==> src/nbgs_ram.sv <==
`timescale 1ns / 1ps
module nbgs_ram #(
  parameter int WIDTH = 32,
  parameter int DEPTH = 16
) (
  input  logic                     clk,
  input  logic                     we,
  input  logic [$clog2(DEPTH)-1:0] waddr,
  input  logic [WIDTH-1:0]         wdata,
  input  logic [$clog2(DEPTH)-1:0] raddr,
  output logic [WIDTH-1:0]         rdata
);

  logic [WIDTH-1:0] mem [DEPTH];

  always_ff @(posedge clk) begin
    if (we) begin
      mem[waddr] <= wdata;
    end
    rdata <= mem[raddr];
  end

endmodule

==> config.mk <==
export PLATFORM = sky130hd
export DESIGN_NAME = nbgs_ram
export DESIGN_NICKNAME = d
export VERILOG_FILES = /design/src/nbgs_ram.sv
export SDC_FILE = /design/constraint.sdc
export NUM_CORES = 1
export LEC_CHECK = 0
export BUFFER_PORTS_ARGS = -buffer_cell sky130_fd_sc_hd__clkbuf_2
export CORE_ASPECT_RATIO = 1.75
export CORE_UTILIZATION = 50
export CTS_CLUSTER_SIZE = 25
export DETAILED_ROUTE_END_ITERATION = 8
export PLACE_DENSITY = 0.67
export SYNTH_ARGS = -nofsm -noshare
export SYNTH_HDL_FRONTEND = slang
export SYNTH_SLANG_ARGS = --single-unit
export TNS_END_PERCENT = 10
==> constraint.sdc <==
create_clock -name clk -period 3.95 [get_ports clk]
set_input_delay 0.5925 -clock clk [delete_from_list [all_inputs] [get_ports clk]]
set_output_delay 0.5925 -clock clk [all_outputs]
set_load 0.02 [all_outputs]
* Yosys cells after proc, flatten, opt, wreduce, memory -nomap -nowiden
Memory sizes are Yosys's and may differ from the RTL's. A register that Yosys moved wholly into a read port is not among the register bits. Index checks and enable logic that the tools add are counted.
Storage, ports and cells: bits in registers 0, RAM bits 512, output and inout port bits 32, memories kept 1
Memory list:
- mem | words 16, bits a word 32, read ports 1, clocked after Yosys merged registers in 1, write ports 1, line 14 | logic [WIDTH-1:0] mem [DEPTH];
Operators by class: muxes and demuxes 2
Operator list (number):
- 1-bit 2-to-1 mux | 2

* Logic depth before layout (Yosys ltp)
word-level depth 2, depth in mapped cells 5, mapped depth without buffers 3

* Worst setup path after synthesis
Ideal clock, no wire load.
kind input-to-reg, start point in waddr[2], end point mem mem[0][0], enable pin, setup time 0.461 ns, data arrival time 3.311 ns, slack 0.178 ns, cell stages on the path 2, path through or3b_2 > nor3_1
RTL lines:
- start: declaration | line 8 | input logic [$clog2(DEPTH)-1:0] waddr,
- end: declaration | line 14
Straight into the memory's write port.

==> results.txt <==
* Run status: completed
- For this design the ratio of total power to cell area is 506 mW/mm^2.
* Overflow left after global routing: 0
- CP Class: primary input to flip-flop
* Min-Delay Path Depth: 1
- At the worst endpoint, the arrival time is 2.37 ns.
- Effective utilization at floorplan: 0.507
* Gpl congestion: 0.730
- Initial antenna violation count: 0
- Met2 WL post-DR: 21300 um
* Max Clock Freq: 517 MHz
- Vias in the first global route: 9394
* Post-route fraction of the period consumed by the critical path: 0.490
- The die covers 0.0405 mm^2.
- Setup-violating endpoint count in the final report: 0
- For this run, design rule violations remaining after detail routing come to 0.
- For flop-to-flop paths, the worst setup slack is 2.56 ns.
* Unrepaired setup endpoints after global routing: no
- Post-synthesis sequential element count: 544
* Violation count after the first detailed-route iteration: 737
* Number of cells on the worst reg-to-reg path: 3
- Entering global routing, the biggest net connects 68 pins.
- Worst r2r dst: rdata[23]
* Global Route Usage Sum: 0.205
* Worst Slack Setup Final: 2.01 ns
- VDD sags by at most 0.287 mV.
* CTS resizes: 0
- Of the cells placed in the final design, the portion with a size suffix greater than 1 is 0.315.
* Hold wc startpoint: wdata[25]
* Post-synthesis cell area: 0.0199 mm^2
- Syn nets: 880
- Total of hold buffers inserted after clock tree synthesis: 0
* Worst Setup End Kind: flip-flop
* Endpoint of the worst hold path: mem[14][25]
* Die Height: 266 um
* Uppermost metal layer occupied by signal nets: met4
- Number of vias per cell: 6.05
- Count of nets left with antenna violations after detail routing: 0
* Clock buffer depth: 3
* Nets: 984
- Routed length per placed instance: 27.1 um
- Across the run, the number of max-cap violations was 0.
* Cell count after synthesis: 838
* Core outline area: 0.0392 mm^2
- Cell chosen for the clock root: clkbuf_16
* Total Power Consumption: 11300 uW
- The area growth from synthesis to layout is 12.7%.
* Final critical delay including setup and external delays: 1.94 ns
* Crit path required time: 4.38 ns
* Clock tree from TritonCTS: yes
- Max-slew headroom at the worst pin: 0.195
* Sinks on the clock net: 544
- Startpoint of the worst register-to-register path: mem[8][23]
- Post-synthesis sequential area ratio: 0.807
- Die Wd: 153 um
- Number of port buffers: 73
- Path type of the worst min-delay path: primary input to flip-flop
- Mean instance size in the synthesized netlist: 23.7 um^2
* Static leakage: 0.00716 uW
- Slowest cell on the critical path: mux4_2
- The first global-routing pass estimated 59800 um of wire.
* Cell-by-cell trace of the critical path: clkbuf_8, buf_4, mux4_2, a22oi_1, nand2_1
* Highest-count cells in the layout ignoring fill and taps: edfxtp_1, mux4_2, clkbuf_2, a22oi_1, clkbuf_16
- Worst setup skew after layout: 0.0252 ns
- Detailed routing placed a total of 2050 um of wire on met3.
- Startpoint types: primary input
- Later-pin clock latency in the skew report: 0.56 ns
- For this block, the via count after detailed routing is 8878.
- Clock Pin Slew Worst Setup and Hold Paths: 0.07 ns
* DP Wirelength: 20200 um
- Total Negative Setup Slacks: 0 ns
* Peak fanout along the critical path: 44
- The final layout contains routed wiring with a total length of 39800 um.
* Routed metal-1 wire length: 15500 um
- The largest single stage delay on the critical path is 0.55 ns.
- The number of hold violations in the final report was 0.
* Most frequent standard cell in the layout excluding fill and tap cells: edfxtp_1
- Slew at the pin closest to its max-slew limit: 1.21 ns
* Deepest level of the CTS H-tree: 2
* Synth unique cells: 18
- Count of TritonRoute iterations in the first routing pass: 6
- I/O pins: 74
- Setup Buffers After CTS: 0
- Site row count: 96
* Setup slack at placement: 1.39 ns
* Final slew viol count: 0
* Number of clock buffers inserted by TritonCTS: 44
* Number of warnings printed during yosys synthesis: 0
==> synthesized netlist by cell type, drive strengths merged <==
master / n / area [um^2]
edfxtp: 512 / 15400
mux4: 128 / 2880
a22oi: 64 / 480
nand2: 33 / 124
dfxtp: 32 / 641
buf: 26 / 159
clkbuf: 17 / 63.8
nor2: 13 / 48.8
nor3: 4 / 20.0
nand2b: 2 / 12.5
nand3b: 2 / 15.0
nor2b: 2 / 12.5
and2: 1 / 6.26
nand3: 1 / 5.00
or3b: 1 / 8.76
==> layer usage <==
| metal | track usage | vias to the layer above |
|---|---|---|
| met3 | 0.0303 | 64 |
| met4 | 0.0620 | 0 |
| li1 | - | 3773 |
| met2 | 0.362 | 270 |
| met5 | 0 | - |
| met1 | 0.262 | 4771 |
==> cell families after synthesis <==
kind of cell / synth area share
muxes: 0.145
buffers and inverters: 0.0112
AOI/OAI and AO/OA: 0.0242
and+or+nand+nor: 0.0127
DFF: 0.807
==> report_power, final <==
part | total, uW | switching [uW] | internal [uW]
Clock | 4250 | 1890 | 2360
Sequential | 6490 | 42.0 | 6450
Combinational | 588 | 359 | 229
Total | 11300 | 2290 | 9040
==> flip-flops by register name (all words and copies together) (netlist names) <==
name / flops
mem: 512
rdata: 32
==> metrics by stage <==
| step | cells | instance area [um^2] | util | hold slack [ns] |
|---|---|---|---|---|
| finish | 1467 | 22400 | 0.571 | 0.421 |
| detailed placement | 1386 | 21000 | 0.536 | 0.658 |
| global placement | 1386 | 21000 | 0.536 | 0.646 |
| global route | 1466 | 22400 | 0.571 | 0.435 |
| floorplan | 838 | 19900 | - | 0.635 |
| CTS | 1466 | 22400 | 0.571 | 0.403 |
==> critical path, delay by kind of cell <==
| family | cells | cell delay [ns] |
|---|---|---|
| AND/OR/NAND/NOR | 1 | 0.10 |
| buffers and inverters | 2 | 0.89 |
| multiplexers | 1 | 0.55 |
| AO/OA/AOI/OAI | 1 | 0.21 |
==> how the worst max path moves through the flow <==
stage / from / endpoint / slack, ns / cells past startpoint
after floorplan: waddr[2] / mem[0][0] / 0.18 / 2
after global placement: raddr[0] / rdata[26] / 1.40 / 5
after detailed placement: raddr[0] / rdata[18] / 1.39 / 5
after CTS: raddr[0] / rdata[16] / 1.97 / 5
after global routing: raddr[0] / rdata[26] / 1.88 / 5
final: raddr[0] / rdata[18] / 2.01 / 5
==> layout make-up <==
cell class,count,area [um^2]
flip-flops and latches,544,16000
well taps,490,613
clock buffers,64,1230
clock inverters,16,158
repair buffers,101,612
fillers,2808,16800
multi-input cells,251,3750
diodes,1,2.50
No activity file was read; power rests on OpenSTA's default activity.
