$ cat src/nbgs_pkg.sv
`timescale 1ns / 1ps
package nbgs_pkg;

  localparam int CFG_IDX_W = 3;

  typedef enum logic [CFG_IDX_W-1:0] {
    CFG_GRAV    = 3'd0,
    CFG_SOFT    = 3'd1,
    CFG_REST    = 3'd2,
    CFG_WIDTH   = 3'd3,
    CFG_HEIGHT  = 3'd4,
    CFG_COUNT   = 3'd5
  } cfg_idx_t;

  localparam int DIV_W   = 64;
  localparam int ROOT_W  = 32;
  localparam int SQ_IN_W = 2 * ROOT_W;
  localparam int ACC_W   = 40;

  localparam logic [ACC_W-1:0]  FORCE_CAP = 40'hFF_FFFF_FFFF;
  localparam logic signed [42:0] ACC_LIM  = 43'sh7F_FFFF_FFFF;

  typedef struct packed {
    logic signed [31:0] pos_x;
    logic signed [31:0] pos_y;
    logic signed [31:0] vel_x;
    logic signed [31:0] vel_y;
    logic [31:0]        mass;
    logic [31:0]        size_x;
    logic [31:0]        size_y;
  } body_t;

  function automatic logic signed [31:0] sat32(input logic signed [63:0] v);
    logic signed [31:0] res;
    if (v > 64'sh0000_0000_7FFF_FFFF) begin
      res = 32'sh7FFF_FFFF;
    end else if (v < -64'sh0000_0000_8000_0000) begin
      res = 32'sh8000_0000;
    end else begin
      res = v[31:0];
    end
    return res;
  endfunction

  function automatic logic signed [ACC_W-1:0] sat_acc(input logic signed [42:0] v);
    logic signed [ACC_W-1:0] res;
    if (v > ACC_LIM) begin
      res = ACC_W'(ACC_LIM);
    end else if (v < -ACC_LIM) begin
      res = ACC_W'(-ACC_LIM);
    end else begin
      res = v[ACC_W-1:0];
    end
    return res;
  endfunction

endpackage

$ cat src/nbgs_div.sv
`timescale 1ns / 1ps
module nbgs_div (
  input  logic                       clk,
  input  logic                       rst_n,
  input  logic                       start,
  input  logic [nbgs_pkg::DIV_W-1:0] dividend,
  input  logic [nbgs_pkg::DIV_W-1:0] divisor,
  output logic                       done,
  output logic [nbgs_pkg::DIV_W-1:0] quotient
);
  import nbgs_pkg::*;

  localparam int CW = $clog2(DIV_W);

  logic [DIV_W-1:0] q_r, q_nxt;
  logic [DIV_W-1:0] rem_r, rem_nxt;
  logic [DIV_W-1:0] dvs_r, dvs_nxt;
  logic [CW-1:0]    cnt_r, cnt_nxt;
  logic             busy_r, busy_nxt;
  logic             done_r, done_nxt;
  logic [DIV_W:0]   shifted;
  logic             fits;

  always_comb begin
    shifted = {rem_r, q_r[DIV_W-1]};
    fits    = shifted >= {1'b0, dvs_r};
    q_nxt    = q_r;
    rem_nxt  = rem_r;
    dvs_nxt  = dvs_r;
    cnt_nxt  = cnt_r;
    busy_nxt = busy_r;
    done_nxt = 1'b0;
    if (start) begin
      q_nxt    = dividend;
      rem_nxt  = '0;
      dvs_nxt  = divisor;
      cnt_nxt  = '1;
      busy_nxt = 1'b1;
    end else if (busy_r) begin
      rem_nxt = fits ? DIV_W'(shifted - {1'b0, dvs_r}) : shifted[DIV_W-1:0];
      q_nxt   = {q_r[DIV_W-2:0], fits};
      cnt_nxt = cnt_r - 1'b1;
      if (cnt_r == '0) begin
        busy_nxt = 1'b0;
        done_nxt = 1'b1;
      end
    end
  end

  always_ff @(posedge clk) begin
    q_r   <= q_nxt;
    rem_r <= rem_nxt;
    dvs_r <= dvs_nxt;
    cnt_r <= cnt_nxt;
  end

  always_ff @(posedge clk) begin
    if (!rst_n) begin
      busy_r <= 1'b0;
      done_r <= 1'b0;
    end else begin
      busy_r <= busy_nxt;
      done_r <= done_nxt;
    end
  end

  assign done     = done_r;
  assign quotient = q_r;

endmodule

$ cat config.mk
export PLATFORM = sky130hd
export DESIGN_NAME = nbgs_div
export DESIGN_NICKNAME = d
export VERILOG_FILES = /design/src/nbgs_pkg.sv /design/src/nbgs_div.sv
export SDC_FILE = /design/constraint.sdc
export NUM_CORES = 1
export LEC_CHECK = 0
export ABC_CLOCK_PERIOD_IN_PS = 8360
export BUFFER_PORTS_ARGS = -buffer_cell sky130_fd_sc_hd__clkbuf_2
export CAP_MARGIN = 40
export CORE_MARGIN = 2
export CORE_UTILIZATION = 25
export DETAILED_ROUTE_END_ITERATION = 8
export HOLD_SLACK_MARGIN = 0.08
export PLACE_DENSITY = 0.47
export SYNTH_ARGS = -nofsm -noshare
export SYNTH_HDL_FRONTEND = slang
export SYNTH_SLANG_ARGS = --single-unit
$ cat constraint.sdc
create_clock -name clk -period 8.36 [get_ports clk]
set_input_delay 1.672 -clock clk [delete_from_list [all_inputs] [get_ports clk]]
set_output_delay 1.672 -clock clk [all_outputs]
set_load 0.1 [all_outputs]
Word level (Yosys, flattened, before mapping) --
Index checks and enable logic that the tools add are counted.
Storage, ports and cells: register bits after elaboration 200, input bits 131, output and inout bits 65, logic and storage cells 21
Operators by class: add/sub/neg operators 2, order comparisons 1, muxes and demuxes 7, bitwise operators 2, reduce and logical (&&, ||, !) cells 3
Operators by type and width (count):
- $mux W64 | 3
- $ge A65 B64 Y1 | 1
- $sub A64 B64 Y64 | 1
- $logic_not A6 Y1 | 1
- $sub A6 B1 Y6 const B | 1
- $mux W1 | 4
- $reduce_or A3 Y1 | 1
- $not A1 Y1 | 2
- $reduce_bool A2 Y1 | 1

Longest topological paths before layout --
word-level depth 4, depth in mapped cells 15, gate-level depth less buffers 13

Worst setup path after synthesis --
No wires, ideal clock.
kind input to register, start input port start, end register q_r[0] (netlist: quotient[0]) (enable), setup time 0.418 ns, arrival time 3.306 ns, required time 7.942 ns, slack 4.636 ns, stages 3, buffers on the path 1, cell sequence clkbuf_1 -> nor2_1 -> inv_1
Between the ends: longest elaborated chain between the ends 1
Ends and longest elaborated chain:
- start: declaration | line nbgs_div.sv:5 | input logic start,
- $reduce_bool A2 Y1 (no line)
- end signal: assignment | line nbgs_div.sv:51 | q_r <= q_nxt;
- end: declaration | line nbgs_div.sv:15 | logic [DIV_W-1:0] q_r, q_nxt;
Every way passes these cells. A chain may end at the register's enable or synchronous reset.

Worst setup path after layout --
start register dvs_r[54], end register rem_r[55]
Between the ends: longest elaborated chain between the ends 2, elaborated cells on any way between the ends 3, those cells by class add/sub (1); order compare (1); mux (1)
Ends and longest elaborated chain:
- start: declaration | line nbgs_div.sv:17 | logic [DIV_W-1:0] dvs_r, dvs_nxt;
- start signal: assignment | line nbgs_div.sv:53 | dvs_r <= dvs_nxt;
- $sub A64 B64 Y64 / $ge A65 B64 Y1 (equally long branches) | line nbgs_div.sv:40, nbgs_div.sv:26
- $mux W64 (*) | line nbgs_div.sv:40 | rem_nxt = fits ? DIV_W'(shifted - {1'b0, dvs_r}) : shifted[DIV_W-1:0];
- end signal: assignment | line nbgs_div.sv:52 | rem_r <= rem_nxt;
- end: declaration | line nbgs_div.sv:16 | logic [DIV_W-1:0] rem_r, rem_nxt;
Mark *: on every way between the ends. The rest lies on a longest branch, timed or not.

==> key figures <==
Setup path
  – Most numerous cell on the critical path: and3_1
  – Critical Path Max Stage Delay: 0.77 ns
  – R2R depth: 13
  – Reg2reg start: dvs_r[54]
  – Delay-heaviest family, CP: simple AND/OR/NAND/NOR gates
  – Critical Path RT: between 8 and 9 ns
  – Setup Crit Path Kind: reg2reg
  – Startpoint Class: register
  – Buf/Inv on CP: 3
  – Critical-path top delay cell: o31ai_4
  – Max Fanout on Critical Path: 45
  – RR Endpoint: rem_r[55]
  – CP endpoint kind: register
  – Critical path, cell by cell: inv_1, ha_1, and3_1, and3_1, nand2_1, nor3_1, a31oi_2, o31ai_4, buf_4, buf_16, and2_1, nand3_1, a21oi_1
  – Crit path DAT: about 4.5 ns
  – Worst reg-to-reg setup slack: about 4.2 ns

Clock tree
  – Clk Latency, worst-skew pair: around 0.47 ns
  – CTS Buf Count: 17
  – Hold-fix buffers at CTS: 0
  – Max clock buf depth: 2
  – Clock sink count: 200
  – CTS root buffer: clkbuf_16
  – Post-CTS setup repair buffer count: 0
  – Htree depth: 4
  – CTS resizes: 0
  – CTS tree: built
  – Clock transition at path regs: 0.09 ns

Synthesis
  – Synth Area per Inst: approximately 9.9 µm²
  – EDFF count, synth: 128
  – Yosys reg bits: 200
  – Cells after synthesis: between 1,000 and 1,500
  – Post-synthesis sequential area ratio: between 40% and 50%
  – Synth Flop Type: edfxtp_1
  – Syn Nets: roughly 1,400
  – Cell variety after synth: 64
  – Mapped Area: around 12,000 µm²
  – Ys Warns: 0
  – Fraction of registers with async set/reset: 0%

Die
  – Cell Rows: 80
  – Io pins: between 150 and 200
  – Die area: roughly 50,000 µm²
  – Die Y: 223 µm
  – Starting Density: roughly 25%
  – Die Wd: roughly 220 µm
  – Core ar.: approximately 47,000 µm²

Power and ir drop
  – Comb pwr share: between 30% and 40%
  – Switching part of the total: 38.0%
  – Power density over cell area: roughly 220 nW/µm²
  – Max IR drop VDD: roughly 180 µV
  – Psw: around 1.2 mW
  – Leakage: 5.84 nW
  – P_int: about 1.9 mW
  – Reg power frac: between 30% and 40%
  – Clock share of power: 28.1%
  – Tot Pwr: slightly above 3 mW

Cells and area
  – Final nets: 1,556
  – Most frequent cells in the layout: 194 x clkbuf_2, 128 x edfxtp_1, 90 x a21oi_1, 90 x nor2_1, 88 x inv_1
  – # diodes: 0
  – Syn-to-layout area delta: 17.7%
  – Finished Core Util: slightly below 30%
  – Most common cell after layout, fill and taps aside: clkbuf_2
  – Layout cells sized above 1: a little under a quarter
  – Design area: 14,100 µm²

Timing
  – Max-slew violations: 0
  – Count of final setup violators: 0
  – Actual slew at the worst max-slew pin: about 0.86 ns
  – RSZ-0062 raised after global routing: false
  – Final hold violations: 0
  – Final period util: slightly below 50%
  – Setup TNS: 0 ns
  – Slew HR: between 40% and 50%
  – Post-Route Skew: 0.0167 ns
  – Fmax: around 240 MHz
  – Minimum clock period: a little over 4 ns
  – Hold_ws: just under 0.5 ns

Routing
  – DRT Pass-1 Iters: 5
  – Routed WL: 33.1 mm
  – Post-route ant nets: 0
  – Avg Vias per Cell: 4.74
  – Wire per inst: roughly 17 µm
  – First DRT Iteration DRCs: 460
  – Via Count: 9,407
  – Residual DRC count: 0

Placed design
  – RD Place Congestion: approximately 0.84
  – # port buffers: between 150 and 200
  – HPWL Detailed: 25.0 mm
  – DP Area: 13,500 µm²

Job
  – Max-cap viol count: 0

Global route
  – Overall routing resource usage: between 10% and 20%
  – First-pass GRT wire length: 53.0 mm
  – Vias in the first global route: roughly 9,600
  – Initial antenna violation count: 5
  – Largest net degree at the start of global routing: slightly above 80
  – Grt ovf: 0

Status
  – Status: completed

Worst hold path
  – Hold depth: 2
  – Min-delay src: rem_r[1]
  – Worst min path class: reg2reg
  – Worst min-delay path endpoint: rem_r[1]
==> sequential cells by signal, indices dropped and copies added, names as in the netlist <==
register,flops
dvs_r,64
rem_r,64
done,1
cnt_r,6
quotient,64
busy_r,1
==> worst register-to-register path: cells and delay by family (launching register included) <==
| family | cells | cell delay (ns) |
|---|---|---|
| and+or+nand+nor | 6 | 1.31 |
| DFF | 1 | 0.34 |
| buffers and inverters | 3 | 0.84 |
| AOI/OAI and AO/OA | 3 | 1.09 |
| adders and majority gates | 1 | 0.48 |
==> cells in the mapped netlist (3+ instances only) <==
| master | count | area [µm²] |
|---|---|---|
| edfxtp_1 | 128 | 3840 |
| a21oi_1 | 90 | 450 |
| nor2_1 | 90 | 338 |
| inv_1 | 89 | 334 |
| dfxtp_1 | 72 | 1440 |
| nand2_1 | 69 | 259 |
| o21ai_0 | 68 | 340 |
| ha_1 | 66 | 826 |
| mux2_2 | 64 | 721 |
| a211oi_1 | 62 | 465 |
| mux2i_1 | 43 | 430 |
| clkbuf_1 | 37 | 139 |
| xnor2_1 | 37 | 324 |
| a21o_1 | 28 | 210 |
| nand4_1 | 25 | 156 |
| buf_2 | 24 | 120 |
| xor2_1 | 21 | 184 |
| nand3_1 | 17 | 85.1 |
| nor3_1 | 15 | 75.1 |
| nand2b_1 | 13 | 81.3 |
| o21bai_1 | 13 | 97.6 |
| nor2b_1 | 12 | 75.1 |
| o21a_1 | 11 | 82.6 |
| and3_1 | 8 | 50.1 |
| a31oi_1 | 7 | 43.8 |
| o211ai_1 | 7 | 52.6 |
| and2_1 | 6 | 37.5 |
| o31ai_1 | 6 | 45.0 |
| a211o_1 | 5 | 43.8 |
| a21boi_0 | 5 | 37.5 |
| or2_2 | 5 | 31.3 |
| or3_1 | 5 | 31.3 |
| a22oi_1 | 4 | 30.0 |
| nor3b_1 | 4 | 30.0 |
| nor4_1 | 4 | 25.0 |
| o21ai_1 | 4 | 20.0 |
| and4_1 | 3 | 26.3 |
| buf_4 | 3 | 22.5 |
| clkbuf_2 | 3 | 15.0 |
==> layout make-up <==
cell class | instances | area, µm²
Inverter | 89 | 334
Fill cell | 5075 | 33400
Sequential cell | 200 | 5290
Timing Repair Buffer | 202 | 1060
Clock inverter | 15 | 184
Tap cell | 615 | 769
Multi-Input combinational cell | 848 | 6010
Clock buffer | 17 | 425
==> how the worst max path moves through the flow <==
stage / cells past startpoint / startpoint / end
after floorplan: 3 / start / quotient[0]
after global placement: 12 / dvs_r[54] / rem_r[55]
after detailed placement: 13 / dvs_r[54] / rem_r[55]
after CTS: 13 / dvs_r[54] / rem_r[55]
after global routing: 13 / dvs_r[54] / rem_r[55]
final: 13 / dvs_r[54] / rem_r[55]
==> power by group through the flow <==
stage | clock, mW | combinational, mW | sequential, mW
global placement | 0 | 0.999 | 1.24
detailed placement | 0 | 1.00 | 1.24
floorplan | 0 | 0.558 | 1.45
global route | 0.933 | 1.09 | 1.23
finish | 0.864 | 0.998 | 1.21
CTS | 0.897 | 1.01 | 1.22
==> per-layer routing <==
| metal | vias up | global-route usage, % | routed length [µm] |
|---|---|---|---|
| met5 | - | 0 | 58 |
| met4 | 10 | 4.01 | 560 |
| met3 | 32 | 4.50 | 2150 |
| met2 | 230 | 21.7 | 15000 |
| met1 | 4429 | 17.3 | 15300 |
| li1 | 4706 | - | - |
==> cell families after synthesis <==
| group | share of synthesized area, % |
|---|---|
| buffers and inverters | 5.47 |
| AO/OA/AOI/OAI | 18.0 |
| multiplexers | 9.63 |
| adder cells (fa/ha/maj) | 7.08 |
| AND/OR/NAND/NOR | 11.4 |
| XOR/XNOR | 4.25 |
| flip-flops | 44.2 |
==> per-stage QoR <==
stage | cells | setup slack (ns)
global route | 1986 | 3.90
CTS | 1986 | 4.15
floorplan | 1206 | 4.64
detailed placement | 1954 | 4.20
finish | 1986 | 4.22
global placement | 1953 | 4.10
No activity file was read; power rests on OpenSTA's default activity.
