$ cat src/nbgs_pkg.sv
`timescale 1ns / 1ps
package nbgs_pkg;

  localparam int CFG_IDX_W = 3;

  typedef enum logic [CFG_IDX_W-1:0] {
    CFG_GRAV    = 3'd0,
    CFG_SOFT    = 3'd1,
    CFG_REST    = 3'd2,
    CFG_WIDTH   = 3'd3,
    CFG_HEIGHT  = 3'd4,
    CFG_COUNT   = 3'd5
  } cfg_idx_t;

  localparam int DIV_W   = 64;
  localparam int ROOT_W  = 32;
  localparam int SQ_IN_W = 2 * ROOT_W;
  localparam int ACC_W   = 40;

  localparam logic [ACC_W-1:0]  FORCE_CAP = 40'hFF_FFFF_FFFF;
  localparam logic signed [42:0] ACC_LIM  = 43'sh7F_FFFF_FFFF;

  typedef struct packed {
    logic signed [31:0] pos_x;
    logic signed [31:0] pos_y;
    logic signed [31:0] vel_x;
    logic signed [31:0] vel_y;
    logic [31:0]        mass;
    logic [31:0]        size_x;
    logic [31:0]        size_y;
  } body_t;

  function automatic logic signed [31:0] sat32(input logic signed [63:0] v);
    logic signed [31:0] res;
    if (v > 64'sh0000_0000_7FFF_FFFF) begin
      res = 32'sh7FFF_FFFF;
    end else if (v < -64'sh0000_0000_8000_0000) begin
      res = 32'sh8000_0000;
    end else begin
      res = v[31:0];
    end
    return res;
  endfunction

  function automatic logic signed [ACC_W-1:0] sat_acc(input logic signed [42:0] v);
    logic signed [ACC_W-1:0] res;
    if (v > ACC_LIM) begin
      res = ACC_W'(ACC_LIM);
    end else if (v < -ACC_LIM) begin
      res = ACC_W'(-ACC_LIM);
    end else begin
      res = v[ACC_W-1:0];
    end
    return res;
  endfunction

endpackage

$ cat src/nbgs_sqrt.sv
`timescale 1ns / 1ps
module nbgs_sqrt (
  input  logic                         clk,
  input  logic                         rst_n,
  input  logic                         start,
  input  logic [nbgs_pkg::SQ_IN_W-1:0] operand,
  output logic                         done,
  output logic [nbgs_pkg::ROOT_W-1:0]  root
);
  import nbgs_pkg::*;

  localparam logic [SQ_IN_W-1:0] BIT0 = {2'b01, {(SQ_IN_W-2){1'b0}}};

  logic [SQ_IN_W-1:0] v_r, v_nxt;
  logic [SQ_IN_W-1:0] r_r, r_nxt;
  logic [SQ_IN_W-1:0] bit_r, bit_nxt;
  logic               busy_r, busy_nxt;
  logic               done_r, done_nxt;
  logic [SQ_IN_W-1:0] trial;

  always_comb begin
    trial    = r_r + bit_r;
    v_nxt    = v_r;
    r_nxt    = r_r;
    bit_nxt  = bit_r;
    busy_nxt = busy_r;
    done_nxt = 1'b0;
    if (start) begin
      v_nxt    = operand;
      r_nxt    = '0;
      bit_nxt  = BIT0;
      busy_nxt = 1'b1;
    end else if (busy_r) begin
      if (v_r >= trial) begin
        v_nxt = v_r - trial;
        r_nxt = (r_r >> 1) + bit_r;
      end else begin
        r_nxt = r_r >> 1;
      end
      bit_nxt = bit_r >> 2;
      if (bit_r[0]) begin
        busy_nxt = 1'b0;
        done_nxt = 1'b1;
      end
    end
  end

  always_ff @(posedge clk) begin
    v_r   <= v_nxt;
    r_r   <= r_nxt;
    bit_r <= bit_nxt;
  end

  always_ff @(posedge clk) begin
    if (!rst_n) begin
      busy_r <= 1'b0;
      done_r <= 1'b0;
    end else begin
      busy_r <= busy_nxt;
      done_r <= done_nxt;
    end
  end

  assign done = done_r;
  assign root = r_r[ROOT_W-1:0];

endmodule

$ cat config.mk
export PLATFORM = sky130hd
export DESIGN_NAME = nbgs_sqrt
export DESIGN_NICKNAME = d
export VERILOG_FILES = /design/src/nbgs_pkg.sv /design/src/nbgs_sqrt.sv
export SDC_FILE = /design/constraint.sdc
export NUM_CORES = 1
export LEC_CHECK = 0
export ABC_AREA = 1
export ABC_CLOCK_PERIOD_IN_PS = 7900
export BUFFER_PORTS_ARGS = -buffer_cell sky130_fd_sc_hd__buf_2
export CELL_PAD_IN_SITES_DETAIL_PLACEMENT = 0
export CELL_PAD_IN_SITES_GLOBAL_PLACEMENT = 1
export CORE_UTILIZATION = 47
export DETAILED_ROUTE_END_ITERATION = 8
export GPL_TIMING_DRIVEN = 0
export HOLD_SLACK_MARGIN = 0.05
export PLACE_DENSITY_LB_ADDON = 0.1
export SLEW_MARGIN = 20
export SYNTH_ARGS = -nofsm -noshare
export SYNTH_HDL_FRONTEND = slang
export SYNTH_SLANG_ARGS = --single-unit
$ cat constraint.sdc
create_clock -name clk -period 7.9 [get_ports clk]
set_clock_uncertainty 0.05 [all_clocks]
set_input_delay 0.79 -clock clk [delete_from_list [all_inputs] [get_ports clk]]
set_output_delay 0.79 -clock clk [all_outputs]
set_load 0.03 [all_outputs]
; ---- Word-level counts from Yosys, hierarchy flattened
; Index checks and enable logic that the tools add are counted.
[word_totals]
ff_bits = 162
in_bits = 67
out_inout_bits = 33
wordCells = 23
[op_classes]
addsub = 3
order_cmp = 1
mux = 8
bitwise_logic = 2
n_reduce_logical = 4
[op_table]
columns = op, n
row1 = 64-bit 2-to-1 mux, 4
row2 = 63-bit by 63-bit adder with 64-bit output, 1
row3 = 64-bit by 63-bit adder with 64-bit output, 1
row4 = 64-bit greater-or-equal comparator, 1
row5 = 64-bit subtractor, 1
row6 = 1-bit 2-to-1 mux, 4
row7 = 2-bit nonzero test, 2
row8 = 3-bit OR reduction, 1
row9 = 1-bit NOT, 2
row10 = 2-bit AND reduction, 1

; ---- Longest topological paths before layout
[logic_depth]
word_depth = 5
ltp_mapped = 31
ltp_nobuf = 29

; ---- Worst setup path before layout
; No wires, ideal clock.
[synth_timing]
kind = register -> register
startpoint = register r_r[6]
endpoint = register v_r[0] (enable)
t_arrival_ns = 4.511
slack_ns = 2.915
path_stages_with_launch = 26
cell_sequence = dfxtp_1 > ha_1 > nand2_1 > o21ai_0 > inv_1 > nand2_1 > nand2_1 > nand2_1 > nand2_1 > nand2_1 > nand2_1 > nand2_1 > a21oi_1 > xor2_1 > ha_1 > nand2_1 > nor2_2 > inv_1 > nor2_2 > nand2_1 > nor3_2 > nand2_2 > nand2_2 > nand2_2 > buf_2 > nand2_1
[synth_via]
elab_chain_cells = 4
[synth_lines]
columns = item, line_no
row1 = start: declaration, nbgs_sqrt.sv:15  ; logic [SQ_IN_W-1:0] r_r, r_nxt;
row2 = start signal: assignment, nbgs_sqrt.sv:50  ; r_r <= r_nxt;
row3 = 64-bit by 63-bit adder with 64-bit output, nbgs_sqrt.sv:22  ; trial = r_r + bit_r;
row4 = 64-bit greater-or-equal comparator, nbgs_sqrt.sv:34  ; if (v_r >= trial) begin
row5 = 2-bit nonzero test (no line), -
row6 = 2-bit AND reduction (no line), -
row7 = end signal: assignment, nbgs_sqrt.sv:49  ; v_r <= v_nxt;
row8 = end: declaration, nbgs_sqrt.sv:14  ; logic [SQ_IN_W-1:0] v_r, v_nxt;
; Every way passes these cells.
; A chain may end at the register's enable or synchronous reset.

; ---- Worst setup path in the final report
[layout_timing]
startpoint = register bit_r[10]
endpoint = register v_r[3] (enable)
[layout_via]
elab_chain_cells = 4
[layout_lines]
columns = item, line_no
row1 = start: declaration, nbgs_sqrt.sv:16  ; logic [SQ_IN_W-1:0] bit_r, bit_nxt;
row2 = start signal: assignment, nbgs_sqrt.sv:51  ; bit_r <= bit_nxt;
row3 = 64-bit by 63-bit adder with 64-bit output, nbgs_sqrt.sv:22
row4 = 64-bit greater-or-equal comparator, nbgs_sqrt.sv:34
row5 = 2-bit nonzero test (no line), -
row6 = 2-bit AND reduction (no line), -
; Every way passes these cells.

==> flow_summary.yaml <==
outcome:
  status: "complete, no violations"
global_route:
  antenna_found_initial: 0
  grt.overflow.total: 0
  grt_start_max_net_pins: 50
  track_usage_pct: 38.61
  grt_pass1_wl_um: 126700
  grt_pass1_vias: 22790
setup_path:
  rrSetupSlack_ns: 2.15
  cp-end-kind: "flip-flop"
  critPathMaxStageDelay_ns: 0.41
  regToRegEndpoint: "v_r[3]"
  worst_path_most_repeated_cell: "nand2_1"
  path_cells: "ha_1 -> nand2_1 -> o21ai_1 -> nor2_1 -> nand2_1 -> o21ai_0 -> o21ai_2 -> nand2_1 -> nand2_1 -> nand3_1 -> nand2_1 -> xor2_1 -> ha_1 -> a21oi_1 -> o21ai_0 -> a21oi_1 -> nand2_1 -> a21oi_2 -> nand2_2 -> nand2_2 -> buf_2 -> nand2_4 -> buf_16"
  crit-reg2reg-launch: "bit_r[10]"
  start_kind: "flip-flop"
  critical_path_arrival_ns: 5.90
  crit_fanout: 49
  worst_path_max_delay_cell: "ha_1"
  rr_worst_depth: 23
  path_class: "flip-flop to flip-flop"
  crit_required_ns: 8.05
drt:
  drtIter0Drc: 2197
  detail-route-antenna-nets: 0
  firstDrtPassIters: 6
  wire_per_inst_um: 20.09
  vias_per_cell: 5.576
  drt_wl_total_um: 85320
  via_count: 23680
  drc: 0
sta:
  period_share_pct: 72.79
  slew-limit-headroom_pct: 15.28
  grt_setup_unrepaired: "false"
  fin_tns_setup_ns: 0
  setup_viol: 0
  hold_viol: 0
  worst_pin_slew_ns: 1.271
  fmax_ghz: 0.1739
  min_period_ns: 5.751
  slew_violations: 0
synthesis:
  synthCells: 3575
  synth_compound_area_share_pct: 12.71
  synth_area_sq_mm: 0.02010
  ys.flop_type: "dfxtp_1"
  async_reset_ff_share_pct: 0
  yosys_warnings: 0
  synthSimpleGateAreaFrac_pct: 42.64
  synth_top_cells_by_area: "nand2_1 (22%), dfxtp_1 (9.8%), edfxtp_1 (9.6%)"
  avgSynthCellArea_sq_um: 5.621
  netlist_top_cells_count: "nand2_1 (1,204), inv_1 (502), nor2_1 (443), nand3_1 (295), a21oi_1 (222)"
  netlist.area_leader.share_pct: 22.49
  synth_adder_area_share_pct: 8.194
  ys_seq_area_share_pct: 19.33
  synth_most_common_cell: "nand2_1"
  synth_edf_count: 64
  synth_top_family_by_area: "simple AND/OR/NAND/NOR gates"
  synth.distinct_cells: 46
  yosysTopAreaCell: "nand2_1"
  synth_mux_area_share_pct: 0
  syn_nets: 3773
  synth-xor-area-share_pct: 4.402
  ys_ff_latch: 162
final_layout:
  insertedDiodeCount: 0
  syn_to_final_growth_pct: 8.854
  final_nets: 3892
  final_layout_size_suffix_gt1_share_pct: 6.636
clock_network:
  cts_buffer_depth: 2
  cts_made_buffers: 17
  cts_sinks: 162
  cts_root_buf: "clkbuf_16"
  cts_htree_levels: 4
  insertion_delay_ns: 0.49
  cts_setup_buffers: 0
  cts_resized: 0
  clk_pin_slew_worst_paths_ns: 0.07
  hold_buffers: 0
  cts_tree: "yes"
power_and_ir_drop:
  p_total_w: 0.007489
  seqPwrFrac_pct: 19.3
  peakVddDrop_mv: 0.1922
  p_leak_nw: 10.24
  p_int_w: 0.003371
  combPwrFrac_pct: 69.1
  sw_frac_of_total_pct: 54.99
  pwr-share-clk_pct: 11.5
  power.density_mw_per_mm2: 342.4
  switching_power_w: 0.004118
min_path:
  hold_depth: 2
  hold_path.class: "flip-flop to flip-flop"
  hp-start: "r_r[0]"
  min_to: "r_r[0]"
floorplan:
  coreArea_sq_mm: 0.04204
  rows: 75
  die-width_um: 208.8
  die_h_um: 208.8
  die-area_sq_mm: 0.04359
  start_util_pct: 47.80
  ios: 100
placed_design:
  dp_hpwl_um: 71510
  gp_congestion: 1.100
  portBuffers: 99
job:
  maxCapViolations: 0
-- routing by layer --
metal / vias up / part of all wire [%] / track usage (%)
li1: 11600 / - / -
met2: 1062 / 47 / 65.92
met3: 264 / 7.2 / 4.388
met5: - / 0 / 0
met1: 10750 / 39 / 45.50
met4: 0 / 7.0 / 26.19
-- logic make-up (layout without fill, tap and decap cells) --
logic type,count (synthesis),after routing
and+or+nand+nor,2086,2086
AOI/OAI and AO/OA,471,471
DFF,162,162
buffers and inverters,624,756
adders and majority gates,131,131
xor gates and xnor gates,101,101
-- power by group through the flow --
| stage | Sequential [W] | Combinational, W | Clock [W] |
|---|---|---|---|
| 2_1_floorplan | 0.00135 | 0.00364 | 0 |
| 3_3_place_gp | 0.00145 | 0.00494 | 0 |
| 3_5_place_dp | 0.00145 | 0.00501 | 0 |
| 4_1_cts | 0.00143 | 0.00505 | 0.000860 |
| 5_1_grt | 0.00147 | 0.00569 | 0.000885 |
| 6_report | 0.00145 | 0.00518 | 0.000864 |
-- sequential cells by signal, summed over array words and instances (netlist names) --
signal / flops
bit_r: 32
busy_r: 1
r_r: 64
done: 1
v_r: 64
-- how the worst max path moves through the flow --
stage | start | endpoint | slack (ns)
after floorplan | r_r[6] | v_r[0] | 2.92
after global placement | r_r[6] | v_r[3] | 0.54
after detailed placement | r_r[6] | v_r[3] | 2.41
after CTS | bit_r[10] | v_r[3] | 2.39
after global routing | bit_r[12] | v_r[2] | 1.96
final | bit_r[10] | v_r[3] | 2.15
-- metrics by stage --
stage                     hold slack (ns)  instances  utilization (%)  setup WS [ns]  instance area (sq um)
after detailed placement           0.4669       4214            50.67          2.410                  21300
after CTS                          0.4786       4246            52.03          2.390                  21870
after global routing               0.5023       4246            52.03          1.957                  21870
after global placement             0.4500       4213            50.58         0.5380                  21270
after floorplan                    0.4131       3575                -          2.915                  20100
final                              0.4806       4246            52.03          2.149                  21870
-- layout make-up --
class	count	area (sq um)
clock buffers	18	429.2
multi-input cells	2789	13660
fillers	4503	20170
repair buffers	100	523.0
plain buffers	118	659.4
flip-flops and latches	162	3884
inverters	506	1899
clock inverters	14	145.1
well taps	539	674.4
-- cell usage in the layout (no fill, tap or decap), types with 3 or more instances in the layout --
| cell | synthesis | final |
|---|---|---|
| o21ai_1 | 10 | 10 |
| a211oi_1 | 7 | 7 |
| nor4_1 | 6 | 6 |
| nand3_1 | 295 | 295 |
| or2_2 | 14 | 14 |
| xor2_1 | 48 | 48 |
| a31oi_1 | 13 | 13 |
| nor2_2 | 10 | 10 |
| nand3b_1 | 32 | 32 |
| nand2_1 | 1204 | 1203 |
| o21ai_0 | 158 | 158 |
| nor2_1 | 443 | 443 |
| a21oi_2 | 7 | 7 |
| inv_8 | 0 | 4 |
| and2_1 | 3 | 3 |
| xnor2_1 | 53 | 53 |
| o21bai_1 | 22 | 22 |
| nand2_2 | 7 | 7 |
| clkbuf_16 | 0 | 17 |
| nand4_1 | 33 | 33 |
| inv_2 | 3 | 3 |
| a21oi_1 | 222 | 222 |
| nor3_1 | 35 | 35 |
| a21o_1 | 13 | 13 |
| inv_6 | 0 | 3 |
| dfxtp_1 | 98 | 98 |
| clkbuf_1 | 43 | 44 |
| o21a_1 | 4 | 4 |
| buf_4 | 33 | 33 |
| buf_2 | 29 | 128 |
| buf_1 | 6 | 6 |
| edfxtp_1 | 64 | 64 |
| buf_6 | 6 | 6 |
| ha_1 | 130 | 130 |
| o211ai_1 | 6 | 6 |
| inv_1 | 502 | 502 |
-- worst max-delay path: cells and delay by family (launching register included) --
family | cells | cell delay [ns]
compound gates | 7 | 1.83
xor+xnor | 1 | 0.32
fa+ha+maj | 2 | 0.76
buf+inv | 2 | 0.61
flops | 1 | 0.37
simple gates | 11 | 1.40
Note: power is estimated with default switching activity, not from simulation.
